`src/rtl/lrg_pkg.sv`:
```
`timescale 1ns / 1ps

package lrg_pkg;

    localparam int unsigned SEED_W  = 32;
    localparam int unsigned RAW_W   = SEED_W - 1;
    localparam int unsigned SPAN_W  = SEED_W + 1;
    localparam int unsigned BITCNT_W = $clog2(RAW_W);

    localparam logic [SEED_W-1:0] LCG_MULT     = 32'd314159265;
    localparam logic [SEED_W-1:0] LCG_INC      = 32'd13579;
    localparam logic [SEED_W-1:0] LCG_MODULUS  = 32'hFFFF_FFFF;
    localparam logic [SEED_W-1:0] FALLBACK_RST = 32'd1;
    localparam logic [SEED_W-1:0] SEED_RST     = 32'd1;

    typedef enum logic [1:0] {
        KIND_RESEED = 2'd0,
        KIND_RAW    = 2'd1,
        KIND_RANGE  = 2'd2,
        KIND_NONE   = 2'd3
    } kind_t;

    typedef enum logic [2:0] {
        ST_IDLE,
        ST_MUL,
        ST_ADD,
        ST_DIV,
        ST_OUT
    } state_t;

    // x mod 3 by folding base-4 digits (4 == 1 mod 3)
    function automatic logic [1:0] mod3(input logic [SEED_W-1:0] x);
        logic [5:0] s1;
        logic [3:0] s2;
        logic [2:0] s3;
        logic [1:0] r;
        s1 = '0;
        for (int i = 0; i < SEED_W / 2; i++) begin
            s1 = s1 + {4'd0, x[2*i +: 2]};
        end
        s2 = {2'd0, s1[5:4]} + {2'd0, s1[3:2]} + {2'd0, s1[1:0]};
        s3 = {1'b0, s2[3:2]} + {1'b0, s2[1:0]};
        if (s3 >= 3'd6) begin
            r = 2'(s3 - 3'd6);
        end
        else if (s3 >= 3'd3) begin
            r = 2'(s3 - 3'd3);
        end
        else begin
            r = s3[1:0];
        end
        return r;
    endfunction

endpackage

```
`src/rtl/lcg_random_range_generator.sv`:
```
`timescale 1ns / 1ps
// Sequence: reseed or unused kind go straight to the output state; a raw draw or inverted
// bounds advance the seed 1 to 3 times (each advance: multiply, then add/fold);
// a ranged draw then adds 31 restoring remainder steps.
// One item at a time: the next request is accepted only after the result is loaded into the
// output register, and that load waits while the previous output beat waits for m_axis_tready.
// Reset (rst_n, async, active low): seed 1, fallback seed 1, idle, no output beat.
module lcg_random_range_generator
    import lrg_pkg::*;
(
    input  logic        clk,
    input  logic        rst_n,

    // config: fallback_seed
    input  logic        cfg_valid,
    output logic        cfg_ready,
    input  logic [31:0] cfg_data,

    input  logic        s_axis_tvalid,
    output logic        s_axis_tready,
    input  logic [95:0] s_axis_tdata,   // [31:0] seed_value, [63:32] low_bound,
                                        // [95:64] high_bound
    input  logic [1:0]  s_axis_tuser,   // [1:0] kind

    output logic        m_axis_tvalid,
    input  logic        m_axis_tready,
    output logic [31:0] m_axis_tdata,   // [31:0] value
    output logic        m_axis_tuser    // [0] range_error
);

    state_t              state_reg, state_next;
    logic [SEED_W-1:0]   seed_reg, seed_next;
    logic [SEED_W-1:0]   fallback_reg;
    logic [SEED_W-1:0]   prod_reg, prod_next;
    logic [1:0]          adv_cnt_reg, adv_cnt_next;   // advances left after this one
    kind_t               kind_reg, kind_next;
    logic [SEED_W-1:0]   low_reg, low_next;
    logic [SPAN_W-1:0]   span_reg, span_next;
    logic                err_reg, err_next;
    logic [RAW_W-1:0]    raw_reg, raw_next;           // dividend, shifted out msb first
    logic [SEED_W-1:0]   rem_reg, rem_next;
    logic [BITCNT_W-1:0] bit_cnt_reg, bit_cnt_next;
    logic [SEED_W-1:0]   res_reg, res_next;

    logic                out_valid_reg;
    logic [SEED_W-1:0]   out_data_reg;
    logic                out_err_reg;

    logic                in_beat;
    logic                out_free;
    logic [SEED_W-1:0]   lcg_sum;
    logic [SEED_W-1:0]   lcg_fold;
    logic [SPAN_W-1:0]   rem_shift;
    logic [SPAN_W-1:0]   rem_sub;
    logic [SEED_W-1:0]   in_seed;
    logic [SEED_W-1:0]   in_low;
    logic [SEED_W-1:0]   in_high;

    assign cfg_ready     = 1'b1;
    assign s_axis_tready = (state_reg == ST_IDLE);
    assign in_beat       = s_axis_tvalid && s_axis_tready;
    assign out_free      = !out_valid_reg || m_axis_tready;

    assign m_axis_tvalid = out_valid_reg;
    assign m_axis_tdata  = out_data_reg;
    assign m_axis_tuser  = out_err_reg;

    assign in_seed = s_axis_tdata[31:0];
    assign in_low  = s_axis_tdata[63:32];
    assign in_high = s_axis_tdata[95:64];

    // second half of one advance: add increment, fold 2^32-1 to 0
    assign lcg_sum  = prod_reg + LCG_INC;
    assign lcg_fold = (lcg_sum == LCG_MODULUS) ? '0 : lcg_sum;

    // one restoring remainder step
    assign rem_shift = {rem_reg, raw_reg[RAW_W-1]};
    assign rem_sub   = rem_shift - span_reg;

    always_comb
    begin
        state_next   = state_reg;
        seed_next    = seed_reg;
        prod_next    = prod_reg;
        adv_cnt_next = adv_cnt_reg;
        kind_next    = kind_reg;
        low_next     = low_reg;
        span_next    = span_reg;
        err_next     = err_reg;
        raw_next     = raw_reg;
        rem_next     = rem_reg;
        bit_cnt_next = bit_cnt_reg;
        res_next     = res_reg;

        case (state_reg)
            ST_IDLE:
            begin
                if (in_beat)
                begin
                    kind_next    = kind_t'(s_axis_tuser);
                    low_next     = in_low;
                    // span in 33 bits: high - low + 1, 1 .. 2^32 when bounds are ordered
                    span_next    = SPAN_W'({in_high[SEED_W-1], in_high}
                                   - {in_low[SEED_W-1], in_low} + 33'd1);
                    err_next     = $signed(in_high) < $signed(in_low);
                    adv_cnt_next = mod3(seed_reg);
                    res_next     = '0;
                    case (kind_t'(s_axis_tuser))
                        KIND_RESEED:
                        begin
                            seed_next  = (in_seed != '0) ? in_seed : fallback_reg;
                            err_next   = 1'b0;
                            state_next = ST_OUT;
                        end
                        KIND_RAW, KIND_RANGE:
                        begin
                            state_next = ST_MUL;
                        end
                        default:
                        begin
                            err_next   = 1'b0;
                            state_next = ST_OUT;
                        end
                    endcase
                end
            end

            ST_MUL:
            begin
                prod_next  = SEED_W'(seed_reg * LCG_MULT);
                state_next = ST_ADD;
            end

            ST_ADD:
            begin
                seed_next = lcg_fold;
                if (adv_cnt_reg != '0)
                begin
                    adv_cnt_next = adv_cnt_reg - 2'd1;
                    state_next   = ST_MUL;
                end
                else if (kind_reg == KIND_RAW)
                begin
                    res_next   = SEED_W'(lcg_fold >> 1);
                    err_next   = 1'b0;
                    state_next = ST_OUT;
                end
                else if (err_reg)
                begin
                    res_next   = low_reg;
                    state_next = ST_OUT;
                end
                else
                begin
                    raw_next     = lcg_fold[SEED_W-1:1];
                    rem_next     = '0;
                    bit_cnt_next = BITCNT_W'(RAW_W - 1);
                    state_next   = ST_DIV;
                end
            end

            ST_DIV:
            begin
                rem_next = rem_sub[SPAN_W-1] ? rem_shift[SEED_W-1:0] : rem_sub[SEED_W-1:0];
                raw_next = {raw_reg[RAW_W-2:0], 1'b0};
                if (bit_cnt_reg == '0)
                begin
                    state_next = ST_OUT;
                end
                else
                begin
                    bit_cnt_next = bit_cnt_reg - 1'b1;
                end
            end

            ST_OUT:
            begin
                if (out_free)
                begin
                    state_next = ST_IDLE;
                end
            end

            default:
            begin
                state_next = ST_IDLE;
            end
        endcase
    end

    always_ff @(posedge clk or negedge rst_n)
    begin
        if (!rst_n)
        begin
            state_reg     <= ST_IDLE;
            seed_reg      <= SEED_RST;
            fallback_reg  <= FALLBACK_RST;
            out_valid_reg <= 1'b0;
        end
        else
        begin
            state_reg <= state_next;
            seed_reg  <= seed_next;
            if (cfg_valid && cfg_ready)
            begin
                fallback_reg <= cfg_data;
            end
            if (state_reg == ST_OUT && out_free)
            begin
                out_valid_reg <= 1'b1;
            end
            else if (m_axis_tready)
            begin
                out_valid_reg <= 1'b0;
            end
        end
    end

    // payload, no reset
    always_ff @(posedge clk)
    begin
        prod_reg    <= prod_next;
        adv_cnt_reg <= adv_cnt_next;
        kind_reg    <= kind_next;
        low_reg     <= low_next;
        span_reg    <= span_next;
        err_reg     <= err_next;
        raw_reg     <= raw_next;
        rem_reg     <= rem_next;
        bit_cnt_reg <= bit_cnt_next;
        res_reg     <= res_next;
        if (state_reg == ST_OUT && out_free)
        begin
            // ranged draw result is low + remainder, wrapped to 32 bits
            if (kind_reg == KIND_RANGE && !err_reg)
            begin
                out_data_reg <= low_reg + rem_reg;
            end
            else
            begin
                out_data_reg <= res_reg;
            end
            out_err_reg <= err_reg && (kind_reg == KIND_RANGE);
        end
    end

endmodule
```
`config.mk`:
```
export PLATFORM = sky130hd
export DESIGN_NAME = lcg_random_range_generator
export DESIGN_NICKNAME = d
export VERILOG_FILES = /design/src/rtl/lrg_pkg.sv /design/src/rtl/lcg_random_range_generator.sv
export SDC_FILE = /design/constraint.sdc
export NUM_CORES = 1
export LEC_CHECK = 0
export BUFFER_PORTS_ARGS = -buffer_cell sky130_fd_sc_hd__buf_2
export CORE_ASPECT_RATIO = 1.5
export CORE_MARGIN = 1.5
export CORE_UTILIZATION = 34
export DETAILED_ROUTE_END_ITERATION = 10
export GPL_TIMING_DRIVEN = 0
export RECOVER_POWER = 100
export SYNTH_ARGS = -nofsm -noshare
export SYNTH_HDL_FRONTEND = slang
export SYNTH_SLANG_ARGS = --single-unit
```
`constraint.sdc`:
```
create_clock -name clk -period 16.5 [get_ports clk]
set_input_delay 1.65 -clock clk [delete_from_list [all_inputs] [get_ports clk]]
set_output_delay 1.65 -clock clk [all_outputs]
set_load 0.01 [all_outputs]
```
Word level (Yosys, flattened, before mapping)
Index checks and enable logic that the tools add are counted.
{"block": "op_classes", "n_eq_ne": 20, "magnitude_cmp": 3, "n_mux": 45, "addsub": 27, "multipliers": 1, "reduce_logical": 24}
{"op": "32-bit two-way mux", "n": 13}
{"op": "32-bit case mux with 2 select lines", "n": 3}
{"op": "31-bit two-way mux", "n": 3}
{"op": "6-bit by 2-bit adder with 6-bit output", "n": 11}
{"op": "31-bit case mux with 2 select lines", "n": 1}
{"op": "33-bit by 1-bit adder with 33-bit output (second input constant)", "n": 1}
{"op": "32-bit by 32-bit subtractor with 33-bit output", "n": 1}
{"op": "33-bit subtractor", "n": 1}
{"op": "32-bit by 14-bit adder with 32-bit output (second input constant)", "n": 1}
{"op": "32-bit adder", "n": 1}
{"op": "32-bit == test (second input constant)", "n": 1}
{"op": "32-bit < comparator", "n": 1}
{"op": "32-bit by 29-bit multiplier with 32-bit output (second input constant)", "n": 1}
{"op": "32-bit nonzero test", "n": 1}
{"op": "3-bit two-way mux", "n": 7}
{"op": "5-bit two-way mux", "n": 4}
{"op": "2-bit != test (second input constant)", "n": 8}
{"op": "3-bit case mux with 5 select lines", "n": 1}
{"op": "4-bit AND reduction", "n": 3}
{"op": "5-bit case mux with 2 select lines", "n": 1}
{"op": "2-bit by 2-bit adder with 3-bit output", "n": 3}
{"op": "3-bit AND reduction", "n": 3}
{"op": "3-bit by 2-bit adder with 4-bit output", "n": 2}
{"op": "2-bit two-way mux", "n": 4}
{"op": "27 further kinds", "n": 44}
{"block": "totals", "wordCells": 136, "output_inout_bits": 36, "regBits": 303, "inputBits": 135}

Longest topological paths before layout
Gate-level depths: netlist of run 1.
{"block": "depth", "depth_word": 23, "depth_mapped": 25, "depth_no_buf": 25}

Least setup slack after synthesis of run 1
OpenSTA, ideal clock, no wires.
{"block": "synth_path", "path_kind": "register to register", "startpoint": "register seed_reg[1]", "endpoint": "register adv_cnt_reg[1] (data pin)", "path_buffers": 0, "arrival_ns": 6.393, "required_time_ns": 16.228, "period_less_slack_ns": 6.665, "path_stages_with_launch": 26, "path_slack_ns": 9.835, "setup_time_ns": 0.272, "cell_sequence": "dfrtp_1 inv_1 fa_1 inv_1 fa_1 fa_1 fa_1 inv_1 fa_1 inv_1 ha_1 inv_1 fa_1 nor2b_1 o21ai_0 nand2b_1 fa_1 ha_1 ha_1 ha_1 fa_1 ha_1 o211ai_1 o21ai_0 o311ai_0 o21ai_0"}
{"block": "synth_between", "elab_chain_cells": 23, "word_cells_on_any_way": 26, "cone_classes": "20 x add/sub; 2 x order compare; 4 x mux"}
{"item": "from (decl)", "line_no": "lcg_random_range_generator.sv:32", "source": "logic [SEED_W-1:0] seed_reg, seed_next;"}
{"item": "from (signal assigned)", "line_no": "lcg_random_range_generator.sv:203", "source": "seed_reg <= seed_next;"}
{"item": "2-bit by 2-bit adder with 3-bit output (*)", "line_no": "lrg_pkg.sv:39", "source": "s1 = s1 + {4'd0, x[2*i +: 2]};"}
{"item": "3-bit by 2-bit adder with 4-bit output (*)", "line_no": "lrg_pkg.sv:39"}
{"item": "4-bit by 2-bit adder with 5-bit output (*)", "line_no": "lrg_pkg.sv:39"}
{"item": "5-bit by 2-bit adder with 6-bit output (*)", "line_no": "lrg_pkg.sv:39"}
{"item": "6-bit by 2-bit adder with 6-bit output (*) (11 in a row)", "line_no": "lrg_pkg.sv:39"}
{"item": "2-bit by 2-bit adder with 3-bit output", "line_no": "lrg_pkg.sv:41", "source": "s2 = {2'd0, s1[5:4]} + {2'd0, s1[3:2]} + {2'd0, s1[1:0]};"}
{"item": "3-bit by 2-bit adder with 4-bit output (*)", "line_no": "lrg_pkg.sv:41"}
{"item": "2-bit by 2-bit adder with 3-bit output (*)", "line_no": "lrg_pkg.sv:42", "source": "s3 = {1'b0, s2[3:2]} + {1'b0, s2[1:0]};"}
{"item": "3-bit by 2-bit greater-or-equal comparator with 1-bit output / 2-bit subtractor (equally long branches)", "line_no": "lrg_pkg.sv:46, lrg_pkg.sv:47"}
{"item": "2-bit two-way mux", "line_no": "lrg_pkg.sv:46", "source": "else if (s3 >= 3'd3) begin"}
{"item": "2-bit two-way mux (*)", "line_no": "lrg_pkg.sv:43", "source": "if (s3 >= 3'd6) begin"}
{"item": "2-bit two-way mux (*)", "line_no": "lcg_random_range_generator.sv:98", "source": "if (in_beat)"}
{"item": "2-bit case mux with 2 select lines (*)", "line_no": "lcg_random_range_generator.sv:95", "source": "case (state_reg)"}
{"item": "named net adv_cnt_next[1]", "line_no": "lcg_random_range_generator.sv:35", "source": "logic [1:0] adv_cnt_reg, adv_cnt_next;"}
{"item": "to (signal assigned)", "line_no": "lcg_random_range_generator.sv:223", "source": "adv_cnt_reg <= adv_cnt_next;"}
{"item": "to (decl)", "line_no": "lcg_random_range_generator.sv:35"}
The timed path passes the listed nets; every way through them passes the cells marked *. The select of a mux whose other input is x is not followed.
A chain may end at the register's enable or synchronous reset.

Worst setup path in the final report of run 1
Same ends and word-level chain as after synthesis.

==> metrics, run 1 <==
CTS resizes=0; Seq/Total Area, Yosys=approximately 34%; Pre-antenna DRT Iters=5; worst hold path class=reg -> reg; Setup TNS=0 ps; Reg clk slew, reported paths=70 ps; clk_lat worst skew=630 ps; slowest CP cell=dfrtp_1; GRT Resource Usage Total=a little under a fifth; Layout Nets=around 3.4k; TritonCTS clock tree=built; number of synthesized register bits=a little over 300; initial antenna violation count=2; CP Capture Type=flop; Util after Layout=a little under two fifths; post-route insts no fill=roughly 3.8k; share of flip-flops with an asynchronous set or reset=between 20% and 30%; I/O pin count=around 170; row count=approximately 120; top_reg_cell synth=edfxtp_1; CP top delay family=adder cells; number of global-route vias before repair=approximately 20k; # port buffers=about 170; Die Width=228 um; area leader, netlist=edfxtp_1; H-tree levels=1; P&R area growth vs syn=11.7%; pre-CTS setup slack=approximately 9000 ps; placed wire-length estimate=a little over 60000 um; CTS Buffer Depth=3; Top cell by count, worst path=fa_1; slowest stage delay, CP=770 ps; Fin. Hold Viols=0; remaining global-route overflow=0; clk sinks=303; Initial Utilization=between 30% and 40%; Synth top area share=27.4%; Placed Cells=around 3.7k; die height=around 340 um; syn avg cell area=10.1 um2; # setup viols final=0; Synth cell types=between 70 and 80; via density per instance=just over 5; crit path DAT=between 7000 and 8000 ps; type of element launching the critical path=flop; largest net degree at the start of global routing=69; Total Routed Length=73900 um; Worst Tran Pin Value=3900 ps; initial detailed-routing violation count=1022; Post-CTS Setup Inserts=0; Highest Clock Rate=between 100 and 150 MHz; max FFs per register=33; crit-path max FO=10; Final GP Congestion=just under 0.9; Post-synth EDFFs=235; Syn. warnings=0; core area=between 0.07 and 0.08 mm2; layout cells sized above 1=about 7.2%; final slew viol count=~260; Vias=between 15k and 20k; Netlist Area Pre-Place=about 0.026 mm2; Final ANT Viol Nets=0; CTS Root Cell=clkbuf_16; die area=just under 0.08 mm2; DRC viols=0; failing checks=capacitance limit, slew limit; synthesized netlist cell count=about 2.6k; commonest non-fill, non-tap cells in the layout=inv_1 (411), ha_1 (298), edfxtp_1 (235); Min Clock Period, post-route=about 7300 ps; WP data required=between 15000 and 20000 ps; DR WL/cell=about 19 um; first-pass GRT wire length=114000 um; Slew HR=-160%; Buffers & Inverters on Critical Path=5; Final WS setup=around 9200 ps; kind of critical path=reg -> reg; Area contributors post-synth=edfxtp_1 (27%), ha_1 (14%), fa_1 (13%); Clock Skew=~34 ps; status=complete, but fails checks; Net Count, Synth=3167; RSZ-0062 raised after global routing=false; CTS Buf Count=31; leading cell type in the layout, fill and taps excluded=inv_1; hold_buf cts=0; crit share post-route=44.5%; MaxCap Viol Count=5
==> Yosys cell counts (18+ instances only) <==
library cell and instances:
inv_1 412, ha_1 298, edfxtp_1 235, nand2_1 194, o21ai_0 175, fa_1 172
a21oi_1 143, nor2_1 119, xnor2_1 106, dfrtp_1 66, xor2_1 64, a21o_1 58
nand3_1 57, clkbuf_1 42, mux2_2 33, o31ai_1 32, a211oi_1 29, nand2b_1 24
o21bai_1 23, nor2b_1 21, and3_1 20, o21a_1 20, nor3_1 18, nor4_1 18
==> metrics by stage <==
step	cell area [um2]	hold slack, ps
detailed placement	28000	497
floorplan	25800	480
finish	28800	508
global route	28800	514
CTS	29100	506
global placement	27900	491
==> per-layer routing <==
metal / vias up / wire length, um / GRT usage (%)
li1: 9247 / - / -
met1: 9433 / 26100 / 19.4
met2: 433 / 40500 / 37.7
met3: 156 / 2530 / 1.48
met4: 0 / 4770 / 11.3
met5: - / 0 / 0
==> cell families after synthesis <==
| group | after synthesis | share of synthesized area (%) |
|---|---|---|
| multiplexers | 39 | 1.67 |
| adder cells (fa/ha/maj) | 470 | 27.8 |
| AO/OA/AOI/OAI | 574 | 14.0 |
| XOR/XNOR | 170 | 5.77 |
| buffers and inverters | 474 | 7.03 |
| other | 1 | 0.0145 |
| AND/OR/NAND/NOR | 531 | 9.72 |
| flip-flops | 303 | 34.0 |
==> final cells by class <==
class                   instances  area (um2)
well taps                    1000        1250
clock buffers                  32         779
multi-input cells            1785       15100
plain buffers                  62         241
flip-flops and latches        303        8760
inverters                     412        1550
fillers                      7662       46300
repair buffers                173         777
clock inverters                26         307
diodes                          2        5.00
==> worst paths after layout <==
path | startpoint | end | slack [ps] | cells past startpoint
setup / recovery | seed_reg[1] | adv_cnt_reg[1] | 9160 | 25
hold / removal | fallback_reg[22] | fallback_reg[22] | 510 | 1
setup reg to reg | seed_reg[1] | adv_cnt_reg[1] | 9160 | 25
hold reg to reg | fallback_reg[22] | fallback_reg[22] | 510 | 1
max in group asynchronous | rst_n | seed_reg[20] | 12060 | 1
min in group asynchronous | rst_n | m_axis_tvalid | 2310 | 1
Power of run 1 is left out: the tool's default activity adds up to more than one toggle a clock period on the data nets, which glitch-free logic cannot reach.
==> run 2, diff against run 1 <==
==> constraint.sdc (replaced) <==
create_clock -name clk -period 6.5 [get_ports clk]
set_input_delay 0.65 -clock clk [delete_from_list [all_inputs] [get_ports clk]]
set_output_delay 0.65 -clock clk [all_outputs]
set_load 0.01 [all_outputs]
==> run 2 against run 1 <==
  * First-iteration DRC count shrank 9.2%
  * Clock skew shrank 7.1 ps
  * Fmax grew 12%
  * The run ends with capacitance limit, slew limit, setup timing left
  * Sequential share of layout area shrank 0.68 points
  * Cell count grew 0.95%
  * Critical path type unchanged
  * Clock-buffer cell count grew 6
  * Die area is the same
  * Via count grew 0.54%
  * Register-to-register slack lost 9200 ps
  * Core utilization grew 1.1 points
==> metrics, run 2 (synthesis gave the netlist of run 1 again) <==
status=complete, but fails checks; failing checks=capacitance limit, slew limit, setup timing; via density per instance=5.06; initial antenna violation count=1; # port buffers=around 170; remaining global-route overflow=0; crit share post-route=101%; slowest CP cell=fa_2; CTS Buf Count=31; clk_lat worst skew=620 ps; kind of critical path=reg -> reg; Clock Skew=roughly 27 ps; Placed Cells=between 3k and 4k; post-route insts no fill=about 3.8k; hold_buf cts=0; Total Routed Length=approximately 75000 um; Pre-antenna DRT Iters=5; Top cell by count, worst path=fa_1; clk sinks=about 300; largest net degree at the start of global routing=69; layout cells sized above 1=between 10% and 20%; Final WS setup=-43.0 ps; Slew HR=-156%; crit path DAT=around 6900 ps; DRC viols=0; Highest Clock Rate=around 150 MHz; Min Clock Period, post-route=between 6000 and 7000 ps; number of global-route vias before repair=20.3k; Final GP Congestion=0.888; placed wire-length estimate=between 60000 and 70000 um; max FFs per register=33; WP data required=6860 ps; pre-CTS setup slack=-775 ps; MaxCap Viol Count=1; DR WL/cell=roughly 20 um; RSZ-0062 raised after global routing=true; Hold Slack=220 ps; initial detailed-routing violation count=around 930; die height=between 300 and 400 um; CTS Buffer Depth=3; first-pass GRT wire length=roughly 110000 um; Reg clk slew, reported paths=~70 ps; Layout Nets=roughly 3.4k; crit-path max FO=5; H-tree levels=1; core area=0.0751 mm2; Fill cells=approximately 7.6k; Buffers & Inverters on Critical Path=5; leading cell type in the layout, fill and taps excluded=inv_1; CP top delay family=adder cells; Fin. Hold Viols=0; I/O pin count=171; final slew viol count=between 60 and 70; # setup viols final=1; Vias=a little under 20k; slowest stage delay, CP=roughly 600 ps; TritonCTS clock tree=built; Die Width=~230 um; CTS Root Cell=clkbuf_16; worst hold path class=in -> reg; Final ANT Viol Nets=0; Util after Layout=around two fifths; GRT Resource Usage Total=a little under a fifth; P&R area growth vs syn=14.8%; die area=slightly below 0.08 mm2; CP Capture Type=flop; Initial Utilization=between 30% and 40%; Worst Tran Pin Value=just under 4000 ps; commonest non-fill, non-tap cells in the layout=inv_1 (402), ha_1 (284), edfxtp_1 (235); type of element launching the critical path=flop; row count=123
==> run 2: final timing paths <==
kind / startpoint / end / slack [ps] / cells past startpoint
setup reg to reg: seed_reg[5] / adv_cnt_reg[1] / -40 / 25
min in group asynchronous: rst_n / m_axis_tvalid / 1350 / 1
max in group asynchronous: rst_n / seed_reg[18] / 2440 / 1
hold / removal: s_axis_tdata[34] / low_reg[2] / 220 / 1
hold reg to reg: fallback_reg[27] / fallback_reg[27] / 510 / 1
setup / recovery: seed_reg[5] / adv_cnt_reg[1] / -40 / 25
==> run 2: metal layers <==
layer | vias to the layer above | global-route usage, % | share of wire, %
met5 | - | 0 | 0
met4 | 0 | 12.2 | 7.4
met3 | 181 | 2.00 | 3.8
met2 | 451 | 37.6 | 54
met1 | 9417 | 18.9 | 34
li1 | 9325 | - | -
==> run 2: cell type report <==
cell class | instances | area (um2) | share of cell area, %
clock inverter | 20 | 198 | 0.668
clock buffer | 38 | 843 | 2.85
sequential | 303 | 8800 | 29.7
buffer | 62 | 265 | 0.896
timing repair buffer | 210 | 1220 | 4.13
inverter | 412 | 1550 | 5.24
antenna | 1 | 2.50 | 0.00845
tap | 1000 | 1250 | 4.23
multi-input combinational | 1785 | 15500 | 52.3
==> run 2: what timing repair did <==
item / CTS / global route
resized for setup: 55 / 24
hold endpoints to repair: 0 / 0
setup endpoints to repair: 7 / 7
pin swaps: 19 / 9
buffers inserted: 29 / 8
==> run 2: through the flow <==
stage | instance area [um2] | setup TNS, ps
6_report | 29600 | -43.0
3_3_place_gp | 27900 | -3250
3_5_place_dp | 28000 | -3730
5_1_grt | 29600 | -617
2_1_floorplan | 25800 | 0
4_1_cts | 29500 | -87.5
==> run 2: worst register-to-register path: cells and delay by family, from the launching register on <==
kind / cells / cell delay (ps)
adder cells (fa/ha/maj): 13 / 4770
AO/OA/AOI/OAI: 5 / 530
flip-flops: 1 / 490
buffers and inverters: 5 / 290
AND/OR/NAND/NOR: 2 / 220
Power of run 2 is left out for the same reason.
==> run 3, diff against run 2 <==
==> constraint.sdc (replaced) <==
create_clock -name clk -period 6.5 [get_ports clk]
set_input_delay 0.325 -clock clk [delete_from_list [all_inputs] [get_ports clk]]
set_output_delay 0.325 -clock clk [all_outputs]
set_load 0.01 [all_outputs]
==> run 3 against run 2 <==
  * The flow finishes with violations (setup timing)
  * Global-route usage up 0.17 points
  * Flip-flop and latch count is the same
  * Fmax about the same
  * Clock-buffer cell count stayed put
  * Via count up 1.6%
  * Setup slack better by 2.6 ps
  * Core utilization is 0.91 points higher
  * Hold slack got worse by 180 ps
  * Critical path depth unchanged
  * Register-to-register slack is essentially flat
  * Sequential share of layout area shrank 0.67 points
==> metrics, run 3 (synthesis gave the netlist of run 1 again) <==
status=complete, but fails checks; failing checks=setup timing; Worst R2R Start=seed_reg[5]; die area=about 0.078 mm2; Layout Nets=~3.5k; # port buffers=between 150 and 200; GRT Resource Usage Total=19.3%; layout cells sized above 1=about 13%; highest routed layer=met4; area occupied by multi-input gates=approximately 0.015 mm2; R2R depth=25; Reg clk slew, reported paths=approximately 70 ps; DRC viols=0; Setup TNS=-40.3 ps; kind of critical path=reg -> reg; CP Capture Type=flop; CTS Root Cell=clkbuf_16; Final ANT Viol Nets=0; RSZ-0062 raised after global routing=true; Total Routed Length=75900 um; Worst R2R Setup Slack=-40 ps; number of global-route vias before repair=20.7k; CP endpoint=adv_cnt_reg[1]; row count=approximately 120; CTS Buffer Depth=3; CTS Buf Count=31; metal3 WL=around 2900 um; type of element launching the critical path=flop; Reg-to-Reg End=adv_cnt_reg[1]; worst hold path class=in -> reg; Routed met2 length=about 41000 um; die height=~340 um; TritonCTS clock tree=built; Worst Tran Pin Value=1370 ps; P&R area growth vs syn=17.5%; DR WL/cell=between 15 and 20 um; Pre-antenna DRT Iters=5; max FFs per register=33; core area=0.0751 mm2; crit path DAT=between 6000 and 7000 ps; commonest non-fill, non-tap cells in the layout=inv_1 (402), ha_1 (284), edfxtp_1 (235); Initial Utilization=between 30% and 40%; initial antenna violation count=1; hold_sp=s_axis_tdata[64]; WL met1=roughly 26000 um; Final GP Congestion=0.888; Fin. Hold Viols=0; remaining global-route overflow=0; crit share post-route=101%; # setup viols final=1; Highest Clock Rate=between 150 and 200 MHz; first-pass GRT wire length=between 100000 and 150000 um; initial detailed-routing violation count=approximately 860; Vias=slightly below 20k; Clock Skew=approximately 27 ps; Final WS setup=-40.3 ps; clk sinks=approximately 300; H-tree levels=1; Die Width=approximately 230 um; leading cell type in the layout, fill and taps excluded=inv_1; via density per instance=between 5 and 6; final slew viol count=0; storage element area=0.00880 mm2; largest net degree at the start of global routing=69; Slew HR=7.56%; Min Clock Period, post-route=6540 ps; clk_lat worst skew=between 600 and 700 ps; placed wire-length estimate=about 60000 um; Fill cells=7497; crit-path max FO=5; WP data required=6860 ps; MaxCap Viol Count=0; I/O pin count=between 150 and 200; CP startpoint=seed_reg[5]
==> run 3: per-layer routing <==
layer  GRT usage, %  vias up
met4           12.4        0
li1               -     9456
met5              0        -
met3           1.97      183
met2           38.0      466
met1           19.1     9584
==> run 3: area by class of cell <==
type                       count  share of cell area, %
sequential                   303                   29.1
buffer                        62                  0.876
clock buffer                  38                   2.78
antenna                        1                0.00826
inverter                     412                   5.12
clock inverter                20                  0.653
tap                         1000                   4.13
multi-input combinational   1785                   51.1
timing repair buffer         278                   6.29
==> run 3: per-stage QoR <==
| stage | setup slack [ps] | cell area [um2] | util (%) | instances | hold slack, ps |
|---|---|---|---|---|---|
| global route | -223 | 30300 | 40.3 | 3899 | 31.6 |
| CTS | -42.9 | 30200 | 40.2 | 3890 | 7.99 |
| global placement | -705 | 27900 | 37.1 | 3730 | 491 |
| detailed placement | -775 | 28000 | 37.3 | 3735 | 498 |
| floorplan | 21.0 | 25800 | - | 2562 | 29.4 |
| finish | -40.3 | 30300 | 40.3 | 3899 | 36.5 |
==> run 3: timing repair <==
action	in CTS	in global routing
pin swaps	19	9
hold endpoints to repair	133	0
buffers inserted	29	8
hold buffers	68	0
endpoints found under the setup margin	7	7
resized for setup	55	24
==> run 3: how the worst min path moves through the flow <==
stage	slack [ps]	end	cells after the start
6_report	40	span_reg[0]	2
2_1_floorplan	30	fallback_reg[10]	0
4_1_cts	8	span_reg[0]	2
3_5_place_dp	500	fallback_reg[5]	1
5_1_grt	30	span_reg[0]	2
3_3_place_gp	490	fallback_reg[31]	1
==> run 3: critical path, stage by stage, from the launching register on <==
cell,delay (ps)
dfrtp_2,500
inv_2,60
fa_1,480
inv_1,50
fa_1,520
fa_1,440
fa_1,490
inv_1,50
fa_1,460
inv_2,80
ha_4,130
inv_2,40
fa_2,410
nor2b_1,120
o21ai_1,60
nand2b_1,100
fa_1,430
ha_2,200
ha_4,220
ha_4,160
fa_2,600
ha_4,230
o211ai_1,180
o21ai_1,100
o311ai_1,80
o21ai_1,110
Power of run 3 is left out for the same reason.
